--- src/ssym_ram.sv ---
module ssym_ram #(
   parameter int WIDTH = 8,
   parameter int DEPTH = 16
) (
   input  logic                     clock,
   input  logic                     wr_en,
   input  logic [$clog2(DEPTH)-1:0] wr_addr,
   input  logic [WIDTH-1:0]         wr_data,
   input  logic [$clog2(DEPTH)-1:0] rd_addr,
   output logic [WIDTH-1:0]         rd_data
);

   logic [WIDTH-1:0] mem [DEPTH];
   logic [WIDTH-1:0] rd_data_ff;

   // one write port, one registered read port
   always_ff @(posedge clock) begin
      if (wr_en) begin
         mem[wr_addr] <= wr_data;
      end
      rd_data_ff <= mem[rd_addr];
   end

   assign rd_data = rd_data_ff;

endmodule

--- config.mk ---
export PLATFORM = sky130hd
export DESIGN_NAME = ssym_ram
export DESIGN_NICKNAME = d
export VERILOG_FILES = /design/src/ssym_ram.sv
export SDC_FILE = /design/constraint.sdc
export NUM_CORES = 1
export LEC_CHECK = 0
export BUFFER_PORTS_ARGS = -buffer_cell sky130_fd_sc_hd__buf_4
export CAP_MARGIN = 20
export CORE_MARGIN = 3
export CORE_UTILIZATION = 31
export CTS_CLUSTER_DIAMETER = 80
export DETAILED_ROUTE_END_ITERATION = 8
export PLACE_DENSITY = 0.5
export SLEW_MARGIN = 0
export SYNTH_ARGS = -nofsm -noshare
export SYNTH_HDL_FRONTEND = slang
export SYNTH_SLANG_ARGS = --single-unit
--- constraint.sdc ---
create_clock -name clock -period 1.8 [get_ports clock]
set_clock_uncertainty 0.15 [all_clocks]
set_input_delay 0.18 -clock clock [delete_from_list [all_inputs] [get_ports clock]]
set_output_delay 0.18 -clock clock [all_outputs]
set_load 0.05 [all_outputs]
# After elaboration in Yosys (flattened, before gate mapping)
# Memory sizes are Yosys's and may differ from the RTL's. A register that Yosys moved wholly into a read port is not among the register bits.
# Index checks and enable logic that the tools add are counted.
# word_totals
word_cells	3
register_bits	0
in_bits	18
ram_bits	128
output_inout_bits	8
mem_count	1
# classes
mux	2
# memory_table
name	words	width	read_ports	rd_ports_with_merged_regs	wr	line_no	text
mem	16	8	1	1	1	13	logic [WIDTH-1:0] mem [DEPTH];
# ops
cell	n
1-bit 2-to-1 mux	2

# Logic depth before layout (Yosys ltp)
# depth
ltp_word	2
ltp_mapped	5
depth_no_buf	3

# Worst setup path before layout
# OpenSTA, ideal clock, no wires.
# synth_path
path_kind	input-to-reg
startpoint	input port wr_addr[2]
endpoint	memory mem[0][0], enable pin
setup_ns	0.383
n_path_buf	0
path_stages	2
required_time_ns	1.267
path_slack_ns	-0.023
t_arrival_ns	1.290
cell_sequence	or3b_2 > nor3_1
# synth_lines
element	line_no	text
from (decl)	7	input logic [$clog2(DEPTH)-1:0] wr_addr,
to (decl)	13	
# No word-level cell before the write port.

==> flow_metrics.env <==
export IMPL_rrSetupSlack_ns=0.27
export IMPL_stdcell_count=523
export IMPL_vias=2414
export IMPL_row_count=46
export IMPL_drive_gt1_share_pct=31.6
export IMPL_rr_endpoint="rd_data[4]$_DFF_P_"
export IMPL_rsz0062_at_grt="no"
export IMPL_yosysWarnings=0
export IMPL_grt_pass1_wl_um=15700
export IMPL_worstPathBufferInverterCount=0
export IMPL_worstPathArrival_ns=1.67
export IMPL_leakage_nw=2.16
export IMPL_fin_tns_setup_ns=0
export IMPL_clk_pin_slew_ns=0.06
export IMPL_crit_chain="mux4_1 > a22oi_1 > nand2_1"
export IMPL_core_area_um2=16100
export IMPL_endpoint="rd_data[4]$_DFF_P_"
export IMPL_multi_input_area_um2=1060
export IMPL_worstPathRequired_ns=1.94
export IMPL_area_delta_synth_final_pct=24.4
export IMPL_dieArea_um2=18200
export IMPL_slowest_delay_ns=0.50
export IMPL_irDropWorstVdd_mv=0.691
export IMPL_min_delay_path_class="input port to register"
export IMPL_via_per_inst=4.62
export IMPL_gp_congestion=0.698
export IMPL_synth_distinct_cells=19
export IMPL_fin_crit_ns=1.53
export IMPL_cp_slowest_cell="mux4_1"
export IMPL_outcome="finished, final reports clean"
export IMPL_synth_seq_cells=136
export IMPL_dp_hpwl_um=6800
export IMPL_max_slew_margin_pct=43.9
export IMPL_ff_latch_area_um2=4000
export IMPL_first_pass_iters=4
export IMPL_grt_max_degree=22
export IMPL_gr_total_overflow=0
export IMPL_grt_pass1_vias=2643
export IMPL_die_h_um=135
export IMPL_antenna_found_initial=0
export IMPL_ioPinCount=26
export IMPL_syn_area_um2=5150
export IMPL_critPathTopFamily="multiplexers"
export IMPL_cp_depth=3
export IMPL_netlist_instances=229
export IMPL_synthesis_nets=247
export IMPL_reg2reg_depth=3
export IMPL_worstSetupPathType="register to register"
export IMPL_seq_area_frac_synth_pct=77.8
export IMPL_grt_total_usage_pct=12.2
export IMPL_cts_root_buf="clkbuf_16"
export IMPL_setup_viol=0
export IMPL_cts_max_path_buffers=2
export IMPL_num_antenna_cells=0
export IMPL_clock_fmax_mhz=653
export IMPL_cts_resized=0
export IMPL_min_from="wr_addr[1]"
export IMPL_maxSlewViolCount=0
export IMPL_hold_slack_ns=0.133
export IMPL_drt_initial_drc_count=173
export IMPL_reg2reg_from="mem[9][4]$_DFFE_PP_"
export IMPL_fin_nets=312
export IMPL_clk_latency_ns=0.41
export IMPL_hold_viol=0
export IMPL_cts_num_sinks=136
export IMPL_htreeDepth=4
export IMPL_cts_tree="done"
export IMPL_fillers=1432
export IMPL_end_kind="register"
export IMPL_wl_per_cell_um=19.3
export IMPL_path_max_fanout=1
export IMPL_drtAntennaViolNets=0
export IMPL_die_x_um=135
export IMPL_placed_area_um2=5730
export IMPL_power_per_cell_area_nw_per_um2=1160
export IMPL_cts_made_buffers=17
export IMPL_tightest_slew_ns=0.840
export IMPL_final_area_um2=6400
export IMPL_dp_cells=483
export IMPL_initial_utilization_pct=32.1
export IMPL_cap_violations=0
export IMPL_drc=0
export IMPL_period_share_pct=85.1
export IMPL_startpoint="mem[9][4]$_DFFE_PP_"
export IMPL_wl_um=10100
export IMPL_startpoint_type="register"
export IMPL_port_buffers=25
export IMPL_syn_area_per_cell_um2=22.5
-- state kept, by name, indices dropped and copies added (netlist names) --
register,flops
rd_data,8
mem,128
-- kinds of logic after synthesis --
family / Yosys count / share of synthesized area, %
simple gates: 35 / 3.18
mux: 32 / 15.0
compound gates: 16 / 2.33
buf+inv: 10 / 1.68
flops: 136 / 77.8
-- tightest hold or removal path: stages --
cell    delay [ns]
buf_4         0.12
nor3_2        0.05
buf_4         0.17
-- per-layer routing --
layer | GRT usage (%) | share of wire [%]
met1 | 16.8 | 47
met2 | 18.3 | 47
met3 | 3.39 | 3.8
met4 | 4.92 | 1.4
met5 | 0 | 0
-- synthesized netlist by cell type (all sizes together) --
master	instances	area, um2
a22oi	16	120
and2	1	6.26
and2b	1	7.51
buf	7	56.3
clkdlybuf4s25	3	30.0
dfxtp	8	160
edfxtp	128	3840
mux4	32	773
nand2	9	33.8
nand2b	2	12.5
nand3	1	5.00
nand3b	2	15.0
nor2	13	48.8
nor2b	1	6.26
nor3	4	20.0
or3b	1	8.76
-- how the worst min path moves through the flow --
stage | end | slack, ns | cells past startpoint
2_1_floorplan | mem[0][0]$_DFFE_PP_ | 0.13 | 0
3_3_place_gp | mem[11][6]$_DFFE_PP_ | 0.34 | 1
3_5_place_dp | mem[15][6]$_DFFE_PP_ | 0.35 | 1
4_1_cts | mem[0][5]$_DFFE_PP_ | 0.12 | 3
5_1_grt | mem[0][5]$_DFFE_PP_ | 0.14 | 3
6_report | mem[0][5]$_DFFE_PP_ | 0.13 | 3
-- layout make-up --
cell class,instances,share of cell area [%]
repair buffers,56,7.47
multi-input cells,83,16.6
flip-flops and latches,136,62.5
well taps,216,4.22
clock inverters,13,2.42
clock buffers,19,6.76
-- stage by stage --
stage | util [%] | power (W) | setup slack, ns
3_5_place_dp | 35.7 | 0.00407 | -0.0109
3_3_place_gp | 35.7 | 0.00407 | 0.0161
4_1_cts | 39.9 | 0.00748 | 0.229
6_report | 39.9 | 0.00740 | 0.268
5_1_grt | 39.9 | 0.00768 | 0.205
2_1_floorplan | - | 0.00388 | 0.204
-- where the power goes --
group	switching [W]	internal, W	leakage, nW
Clock	0.00123	0.00216	0.272
Sequential	0.0000220	0.00354	1.22
Combinational	0.000255	0.000186	0.659
-- timing repair --
item	CTS	global route
endpoints found under the hold margin	128	0
setup buffers	0	0
hold buffers	8	0
-- placed cells by master (no fill, tap or decap), types with 5 or more instances in the layout --
master         synthesis  layout
a22oi_1               16      16
buf_4                  1      45
clkbuf_16              0      17
clkinvlp_4             0       5
dfxtp_1                8       8
dlygate4sd3_1          0       8
edfxtp_1             128     128
mux4_1                14      14
mux4_2                18      18
nand2_1                9       9
nor2_1                13      13
No activity file was read; power rests on OpenSTA's default activity.
