File: config.mk
export PLATFORM = sky130hd
export DESIGN_NAME = ssym_search
export DESIGN_NICKNAME = d
export VERILOG_FILES = /design/src/ssym_pkg.sv /design/src/ssym_search.sv
export SDC_FILE = /design/constraint.sdc
export NUM_CORES = 1
export LEC_CHECK = 0
export CAP_MARGIN = 20
export CORE_MARGIN = 2
export CORE_UTILIZATION = 35
export CTS_BUF_LIST = sky130_fd_sc_hd__clkbuf_4 sky130_fd_sc_hd__clkbuf_8 sky130_fd_sc_hd__clkbuf_16
export DETAILED_ROUTE_END_ITERATION = 10
export DONT_BUFFER_PORTS = 1
export MAX_ROUTING_LAYER = met4
export SYNTH_ARGS = -nofsm -noshare
export SYNTH_HDL_FRONTEND = slang
export SYNTH_SLANG_ARGS = --single-unit
File: constraint.sdc
create_clock -name clock -period 1.5 [get_ports clock]
set_input_delay 0.075 -clock clock [delete_from_list [all_inputs] [get_ports clock]]
set_output_delay 0.075 -clock clock [all_outputs]
set_load 0.01 [all_outputs]
File: src/ssym_pkg.sv
package ssym_pkg;

   // fixed field widths of the request and response items
   localparam int MODE_W      = 3;
   localparam int NAME_IN_W   = 16;
   localparam int TYPE_W      = 16;
   localparam int CLASS_W     = 3;
   localparam int ELEM_W      = 16;
   localparam int HANDLE_W    = 8;
   localparam int DEPTH_OUT_W = 4;

   // operation codes
   localparam logic [MODE_W-1:0] MODE_DECLARE = 3'd0;
   localparam logic [MODE_W-1:0] MODE_LOOKUP  = 3'd1;
   localparam logic [MODE_W-1:0] MODE_PUSH    = 3'd2;
   localparam logic [MODE_W-1:0] MODE_POP     = 3'd3;
   localparam logic [MODE_W-1:0] MODE_CHECK   = 3'd4;

   // search engine status toward the sequencer
   typedef struct packed {
      logic done;
      logic hit;
   } search_status_type;

endpackage

File: src/ssym_search.sv
module ssym_search import ssym_pkg::*; #(
   parameter int MAX_SYMBOLS = 256,
   parameter int MAX_DEPTH   = 16,
   parameter int NAME_BITS   = 16
) (
   input  logic                             clock,
   input  logic                             reset,
   input  logic                             go,
   input  logic [NAME_BITS-1:0]             name,
   input  logic [$clog2(MAX_SYMBOLS+1)-1:0] sym_count,
   input  logic [$clog2(MAX_DEPTH)-1:0]     cur_depth,
   output logic [$clog2(MAX_SYMBOLS)-1:0]   sym_rd_addr,
   input  logic [NAME_BITS-1:0]             sym_rd_name,
   input  logic [$clog2(MAX_DEPTH)-1:0]     sym_rd_depth,
   output logic [$clog2(MAX_DEPTH)-1:0]     scope_rd_addr,
   input  logic [$clog2(MAX_SYMBOLS+1)-1:0] scope_rd_start,
   output search_status_type                status,
   output logic [$clog2(MAX_SYMBOLS)-1:0]   hit_idx,
   output logic [$clog2(MAX_DEPTH)-1:0]     hit_depth
);

   localparam int CNT_W = $clog2(MAX_SYMBOLS + 1);
   localparam int IDX_W = $clog2(MAX_SYMBOLS);
   localparam int DEP_W = $clog2(MAX_DEPTH);

   logic             active_ff, active_in;
   logic [CNT_W-1:0] remain_ff, remain_in;
   logic             s1_valid_ff, s1_valid_in;
   logic [IDX_W-1:0] s1_idx_ff, s1_idx_in;
   logic             s2_valid_ff, s2_valid_in;
   logic [IDX_W-1:0] s2_idx_ff, s2_idx_in;
   logic [DEP_W-1:0] s2_depth_ff, s2_depth_in;
   logic             s2_zero_ff, s2_zero_in;
   logic             issue;
   logic             visible;
   logic             finish;

   // walk the store newest to oldest, one read issued per cycle
   assign issue       = active_ff && (remain_ff != '0);
   assign sym_rd_addr = IDX_W'(remain_ff - CNT_W'(1));

   // stage two looks up the start of the open scope at the entry's depth
   assign scope_rd_addr = sym_rd_depth;

   // stage three: entry must lie at or above that scope's start
   assign visible = s2_valid_ff && (s2_zero_ff || (CNT_W'(s2_idx_ff) >= scope_rd_start));
   assign finish  = active_ff && (visible || (remain_ff == '0 && !s1_valid_ff));

   always_comb begin
      active_in   = active_ff;
      remain_in   = remain_ff;
      s1_valid_in = issue;
      s1_idx_in   = sym_rd_addr;
      s2_valid_in = s1_valid_ff && (sym_rd_name == name) && (sym_rd_depth <= cur_depth);
      s2_idx_in   = s1_idx_ff;
      s2_depth_in = sym_rd_depth;
      s2_zero_in  = (sym_rd_depth == '0);
      if (issue) begin
         remain_in = remain_ff - CNT_W'(1);
      end
      if (finish) begin
         active_in   = 1'b0;
         s1_valid_in = 1'b0;
         s2_valid_in = 1'b0;
      end
      if (go) begin
         active_in   = 1'b1;
         remain_in   = sym_count;
         s1_valid_in = 1'b0;
         s2_valid_in = 1'b0;
      end
   end

   always_ff @(posedge clock) begin
      if (reset) begin
         active_ff   <= 1'b0;
         s1_valid_ff <= 1'b0;
         s2_valid_ff <= 1'b0;
      end else begin
         active_ff   <= active_in;
         s1_valid_ff <= s1_valid_in;
         s2_valid_ff <= s2_valid_in;
      end
      remain_ff   <= remain_in;
      s1_idx_ff   <= s1_idx_in;
      s2_idx_ff   <= s2_idx_in;
      s2_depth_ff <= s2_depth_in;
      s2_zero_ff  <= s2_zero_in;
   end

   assign status.done = finish;
   assign status.hit  = visible;
   assign hit_idx     = s2_idx_ff;
   assign hit_depth   = s2_depth_ff;

endmodule

======== Yosys cells after proc, flatten, opt, wreduce, memory -nomap -nowiden ========
Cells that the tools add are included.
word-level totals
  input port bits ......................... 61
  bits in registers ....................... 33
  output and inout bits ................... 26
operators by class
  mux-type cells .......................... 4
  $add $sub $neg .......................... 1
  eq/ne operators ......................... 1
  order comparisons ....................... 2
  reductions and logical operators ........ 15
operators with widths
  kind                                               count
  2-to-1 mux 9 bit                                   2
  == test 16 bit                                     1
  >= comparator 8 x 9 -> 1 bit                       1
  logical NOT 9 bit                                  1
  nonzero test 9 bit                                 1
  subtractor 9 x 1 -> 9 bit (second input constant)  1
  logical AND 1 bit                                  6
  less-or-equal comparator 4 bit                     1
  logical NOT 4 bit                                  1
  nonzero test 2 bit                                 2
  OR reduction 3 bit                                 1
  logical OR 1 bit                                   2
  2-to-1 mux 1 bit                                   2
  logical NOT 1 bit                                  1

======== Longest topological paths before layout ========
Gate-level depths: netlist of the first run.
  depth after elaboration ................. 7
  mapped depth ............................ 8
  depth with buffers taken out ............ 7

======== Least setup slack after synthesis of the first run ========
No wires, ideal clock.
  kind .................................... reg-to-reg
  start point ............................. reg remain_ff[0]
  end point ............................... reg remain_ff[0], enable pin
  stages on the path, launching flop included .. 7
  slack ................................... -189 ps
  library setup time ...................... 306 ps
  data arrival time ....................... 1383 ps
  data required time ...................... 1194 ps
  clock period less this slack ............ 1689 ps
  buffers on the path ..................... 0
  cells stage by stage .................... edfxtp_1 -> inv_1 -> ha_1 -> nor4b_1 -> nand2_1 -> nand2_1 -> nand2_1
on the way
  longest elaborated chain between the ends .. 3
RTL lines
  item                                 RTL line           source
  start, declared                      ssym_search.sv:27  logic [CNT_W-1:0] remain_ff, remain_in;
  start signal, assigned               ssym_search.sv:84  remain_ff <= remain_in;
  nonzero test 9 bit                   ssym_search.sv:39  assign issue = active_ff && (remain_ff != '0);
  logical AND 1 bit                    ssym_search.sv:39
  nonzero test 2 bit (no source line)  -
Every way passes these cells.
A chain may end at the register's enable or synchronous reset.

======== Worst setup path in the final report of the first run ========
  start point ............................. reg remain_ff[5]
  end point ............................... out sym_rd_addr[7]
on the way
  longest elaborated chain between the ends .. 1
RTL lines
  item                       RTL line           source
  subtractor 9 x 1 -> 9 bit  -
  end, declared              ssym_search.sv:12  output logic [$clog2(MAX_SYMBOLS)-1:0] sym_rd_addr,
Every way passes these cells.

==> results of run 1 <==
## routing by layer
layer / up-vias / routed length (um)
li1: 636 / -
met1: 614 / 1545
met2: 39 / 2090
met3: 6 / 277
met4: 0 / 69
met5: - / 0
## repair_timing
action	CTS	global route
gates cloned	1	0
setup buffers	6	9
pin swaps	12	15
hold buffers	9	6
gates resized for setup	23	24
setup endpoints to repair	26	27
endpoints found under the hold margin	10	6
## flip-flops by register name, indices dropped and copies added (netlist names)
register,cells
s2_zero_ff,1
s1_valid_ff,1
remain_ff,9
s1_idx_ff,8
hit_depth,4
hit_idx,8
s2_valid_ff,1
active_ff,1
## layout make-up
type	count	area share
Multi-Input combinational cell	98	0.4124
Sequential cell	33	0.3041
Timing Repair Buffer	57	0.1964
Clock buffer	5	0.02769
Tap cell	54	0.02719
Inverter	17	0.02568
Clock inverter	3	0.006546
## where the power goes
part           internal [W]  switching [W]
Combinational      0.000506       0.000381
Clock              0.000320       0.000321
Sequential          0.00108       0.000104
Total               0.00191       0.000806
## through the flow
stage	hold slack, ns	instances	cell area, um2
after global routing	0.0003210	267	2485
after detailed placement	0.1029	230	1931
after CTS	0.0006517	254	2266
after floorplan	0.1027	154	1695
final	0.01054	267	2485
after global placement	0.1029	230	1931
## cell families after synthesis
logic type / after synthesis
buffers and inverters: 24
and+or+nand+nor: 38
AOI/OAI and AO/OA: 17
muxes: 6
xor gates and xnor gates: 23
DFF: 33
adders and majority gates: 13
## worst max-delay path: stages, from the launching register on
cell and delay, ns:
edfxtp_1 0.45, nor4_4 0.38, nand2b_2 0.12, nor3_2 0.17
xor2_1 0.24, buf_4 0.18
## path summary, 6_finish.rpt
kind                           from                endpoint  slack (ns)  cells past startpoint
max          remain_ff[5]$_DFFE_PP_          sym_rd_addr[7]       -0.40                      5
max reg2reg  remain_ff[5]$_DFFE_PP_  remain_ff[7]$_DFFE_PP_       -0.38                      6
min reg2reg    s1_idx_ff[2]$_DFF_P_      hit_idx[2]$_DFF_P_        0.33                      0
min                    sym_count[6]  remain_ff[6]$_DFFE_PP_        0.01                      1
## Yosys cell counts (2+ instances only)
library cell,n,area share
dfxtp_1,24,0.29
xor2_1,17,0.090
o21ai_0,4,0.012
edfxtp_1,9,0.16
mux2_2,6,0.041
nor2_1,3,0.0068
inv_1,16,0.036
nand3_1,2,0.0061
a21oi_1,5,0.015
buf_4,6,0.027
xnor2_1,6,0.032
nor3_1,3,0.0091
nor4_1,4,0.015
nand4_1,2,0.0076
nand2_1,12,0.027
ha_1,13,0.098
==> results.md, run 1 <==
- Die Area: 5292 um2
- Share of synthesized registers carrying an async set or reset: 0
- EDFF count, synth: 9
- Chip Width: 72.75 um
- Setup_tns: -3.228 ns
- XOR/XNOR share of the synthesized area: 0.1218
- Die Ht: 72.75 um
- Slew Viols, Final: 0
- Post-synthesis sequential area ratio: 0.4539
- Sequential Area: 755.7 um2
- Grt peak-use layer: met2
- Failing checks: setup timing
- Status: complete, but fails checks
- PD cells: 1091 nW/um2
- Worst setup margin: -0.4041 ns
- Tightest Pin Transition: 0.4574 ns
- Arrival time worst endpoint: 1.83 ns
- Routed vias: 1295
- I/O Buffers: 0
- Hold WC Path Type: in -> reg
- Number of diodes: 0
- Initial Util: 0.3573
- Most frequent cells in the layout: buf_4 (36), dfxtp_1 (20), xor2_1 (15), dlygate4sd3_1 (15), inv_1 (14)
- Synthesized Nets: 228
- DR DRC count: 0
- Overall Global Routing Usage: 0.1522
- Largest family of logic cells by synthesized area: simple AND/OR/NAND/NOR gates
- Half-perimeter wire length after placement: 2.877 mm
- Critical setup path kind: reg -> out
- Peak supply drop: 0.5735 mV
- Final hold viol count: 0
- Mux cell area share after synthesis: 0.04085
- Initial antenna violation count: 0
- Row count: 25
- F_max: 525.2 MHz
- Layout cell share with drive strength beyond 1: 0.4601
- GR Util met2: 0.2566
- Htree depth: 2
- Seq cells post-synth: 33
- Distinct cell type count after synthesis: 38
- Drt initial violations: 32
- I/O Pins: 87
- Most common cell after layout, fill and taps aside: buf_4
- Fillcell total: 417
- CTS tree: built
- Startpoint types: flop
- Final ANT Viol Nets: 0
- Compound-Gate Fraction of Synth Area: 0.07337
- Layout Nets: 286
- Clk_skew: 0.005053 ns
- Setup violators final: 23
- Largest net degree at the start of global routing: 12
- RSZ-0062 raised after global routing: yes
- Multi-input gate area: 1025 um2
- Area of the core: 4629 um2
- Synth Warn #: 0
- GRT Residual Overflow: 0
- WL per Instance: 14.91 um
- DP Worst Slack: -0.2021 ns
- Post-Synth Simple-Gate Area: 0.1430
- Leakage dissipation: 1.091 nW
- CTS clk-pin slew, worst paths: 0.07 ns
- Worst Path Max Fanout: 3
- Global-route wire length before repair: 5.796 mm
- Critical path endpoint category: primary output
- Clock Latency Late Sink: 0.29 ns
- GP Congestion: 0.7468
- Part of the cycle the worst path needs: 1.269
- Worst endpoint required time: 1.42 ns
- WL final: 3.982 mm
- Synth-to-layout area growth: 50.23%
- Vias in the first global route: 1258
- Post-Syn Area per Cell: 10.74 um2
- Root buf cell: clkbuf_8
- Final Core Density: 0.5368
- Max cap viols: 0
- Mapped Cells: 154
- Adder-cell share of the synthesized area: 0.09834
- Drt first pass iters: 4
- CTS buffer count: 5
- Minimum clock period: 1.904 ns
- Syn Std Cell Area: 1654 um2
- Post-synth top flop: dfxtp_1
- Clock tree buffer depth: 2
- M1 GR Usage: 0.1530
- Met3 Usage GRT: 0.06492
- # clock sinks: 33
- Tot Pwr: 0.002712 W
- Relative max-transition margin: 0.6932
- Via density: 4.850
Power figures use the tool's default switching activity.
==> run 2: changes to the inputs <==
--- a/config.mk
+++ b/config.mk
@@ -12,6 +12,8 @@
 export DETAILED_ROUTE_END_ITERATION = 10
 export DONT_BUFFER_PORTS = 1
 export MAX_ROUTING_LAYER = met4
+export SKIP_CTS_REPAIR_TIMING = 1
 export SYNTH_ARGS = -nofsm -noshare
 export SYNTH_HDL_FRONTEND = slang
 export SYNTH_SLANG_ARGS = --single-unit
+export TNS_END_PERCENT = 5
==> run 2 against run 1 <==
Against the previous run:
- the run ends with hold timing, setup timing left
- flip-flop and latch count unchanged
- largest cell class unchanged
- sequential share of layout area increased by 4.0 points
- combinational power decreased by 19%
- critical path depth increased by 1
- global-route usage decreased by 1.5 points
- highest routed layer unchanged
- cell area decreased by 12%
- sequential power about the same
==> results.md, run 2 (synthesized netlist as in run 1, its figures left out) <==
- Setup violators final: 15 (-35%)
- Worst endpoint required time: 1.42 ns (about the same)
- Layout cell share with drive strength beyond 1: 0.3717 (-0.08837)
- Half-perimeter wire length after placement: 2.945 mm (+2.4%)
- Global-route wire length before repair: 5.333 mm (-8.0%)
- Final ANT Viol Nets: 0 (unchanged)
- I/O Buffers: 0 (unchanged)
- Sequential Power Share: 0.463 (+0.027)
- Arrival time worst endpoint: 1.79 ns (-0.04 ns)
- R2R depth: 7 (+1)
- Startpoint types: flop
- Sequential Area: 753.2 um2 (-0.33%)
- # placed instances: 229 (-0.43%)
- Synth-to-layout area growth: 32.15%
- Htree depth: 2 (unchanged)
- GRT Residual Overflow: 0 (unchanged)
- Tot Pwr: 0.002517 W (-7.2%)
- Minimum clock period: 1.865 ns (-0.03903 ns)
- Hold_sp: go
- Hold WS: -0.0001020 ns (-0.01064 ns)
- Clk pwr share: 0.251 (+0.015)
- F_max: 536.2 MHz (+2.1%)
- Largest net degree at the start of global routing: 12 (unchanged)
- Chip Width: 72.75 um (unchanged)
- Overall Global Routing Usage: 0.1372 (-0.01506)
- CTS clk-pin slew, worst paths: 0.07 ns (about the same)
- Top layer in use: met4
- Clk_skew: 0.003009 ns (-0.002044 ns)
- Comb power frac: 0.287 (-0.040)
- Root buf cell: clkbuf_8
- Worst setup margin: -0.3651 ns (+0.03903 ns)
- Power Internal: 0.001783 W (-6.5%)
- CTS buffer count: 5 (unchanged)
- Number of diodes: 0 (unchanged)
- Final hold viol count: 1 (+1)
- Switching Share: 0.2918 (-0.005376)
- Worst Path Max Fanout: 3 (unchanged)
- Max cap viols: 0 (unchanged)
- I/O Pins: 87 (unchanged)
- Row count: 25 (unchanged)
- Vias in the first global route: 1217 (-3.3%)
- Via density: 4.890 (+0.82%)
- Part of the cycle the worst path needs: 1.243 (-0.02602)
- CTS tree: built
- Largest Register: remain_ff
- Failing checks: hold timing, setup timing
- Routed vias: 1198 (-7.5%)
- DR DRC count: 0 (unchanged)
- PD cells: 1152 nW/um2 (+5.5%)
- Die Area: 5292 um2 (unchanged)
- Met2 wire len: 1.943 mm (-7.0%)
- Worst stage delay on the critical path: 0.34 ns (-0.11 ns)
- Area of the core: 4629 um2 (unchanged)
- Layout Nets: 264 (-7.7%)
- Slew Viols, Final: 0 (unchanged)
- Drt initial violations: 37 (+16%)
- # clock sinks: 33 (unchanged)
- Hold WC Path Type: in -> reg
- Crit path max-delay cell type: dfxtp_2
- Multi-input gate area: 924.6 um2 (-9.8%)
- Worst R2R Start: hit_idx[1]$_DFF_P_
- GP Congestion: 0.7627 (+2.1%)
- Clock tree buffer depth: 2 (unchanged)
- Cell Area, Placed: 1884 um2 (-2.4%)
- Post-Layout Cell Count: 245 (-8.2%)
- Fillcell total: 451 (+8.2%)
- Leakage dissipation: 0.9320 nW (-15%)
- Critical setup path kind: reg -> out
- WL per Instance: 14.75 um (-1.1%)
- WL final: 3.614 mm (-9.2%)
- Max reg flops: 9 (unchanged)
- Depth of the worst hold-timing path: 2 (+1)
- Drt first pass iters: 4 (unchanged)
- Die Ht: 72.75 um (unchanged)
- Clock Latency Late Sink: 0.28 ns (about the same)
- RSZ-0062 raised after global routing: yes
- Initial Util: 0.3573 (unchanged)
- Tightest Pin Transition: 0.3770 ns (-0.08038 ns)
- WL met1: 1.299 mm (-16%)
- Most frequent cells in the layout: buf_4 (28), dfxtp_1 (22), xor2_1 (16)
- Initial antenna violation count: 0 (unchanged)
- Peak supply drop: 0.4517 mV (-21%)
- Post-route cell area: 2186 um2 (-12%)
- Critical path endpoint category: primary output
- Most common cell after layout, fill and taps aside: buf_4
- Critical path, cell by cell: ha_4 > nor2b_4 > o311ai_4 > a21oi_2 > o31a_1 > buf_6
- P_sw: 0.0007346 W (-8.9%)
- Critical path origin: hit_idx[1]$_DFF_P_
- Status: complete, but fails checks
- Met3 Wirelength: 252 um (-9.0%)
- Relative max-transition margin: 0.7471 (+0.05392)
## run 2: worst max-delay path: cells and delay by family, from the launching register on
kind | cells | cell delay [ns]
adder cells (fa/ha/maj) | 1 | 0.24
flip-flops | 1 | 0.34
AO/OA/AOI/OAI | 3 | 0.67
AND/OR/NAND/NOR | 1 | 0.13
buffers and inverters | 1 | 0.14
## run 2: power by group through the flow
stage          clock network [W]  logic, W  registers (W)
6_report                0.000631  0.000721        0.00116
5_1_grt                 0.000699  0.000783        0.00118
4_1_cts                 0.000654  0.000611        0.00115
3_5_place_dp                   0  0.000609        0.00117
3_3_place_gp                   0  0.000584        0.00116
2_1_floorplan                  0  0.000318        0.00119
## run 2: metrics by stage
step,util,setup slack (ns),TNS (ns)
finish,0.4722,-0.3651,-2.012
global route,0.4722,-0.4120,-3.620
CTS,0.4254,-0.4948,-4.132
detailed placement,0.4070,-0.2071,-2.305
global placement,0.4070,-0.1431,-1.281
floorplan,-,-0.1515,-1.761
## run 2: worst paths after layout
| check | end | slack (ns) |
|---|---|---|
| min | remain_ff[8]$_DFFE_PP_ | -0.0001 |
| min reg2reg | hit_idx[7]$_DFF_P_ | 0.33 |
| max | status[0] | -0.37 |
| max reg2reg | s1_valid_ff$_SDFF_PP0_ | -0.29 |
## run 2: cell type report
cell class	instances	area share
Multi-Input combinational cell	97	0.4230
Sequential cell	33	0.3446
Timing Repair Buffer	36	0.1334
Clock buffer	5	0.03148
Tap cell	54	0.03091
Inverter	17	0.02919
Clock inverter	3	0.007441
## run 2: per-layer routing
metal / vias up / track usage
li1: 595 / -
met5: - / -
met3: 12 / 0.06077
met2: 37 / 0.2333
met1: 554 / 0.1301
met4: 0 / 0.07202
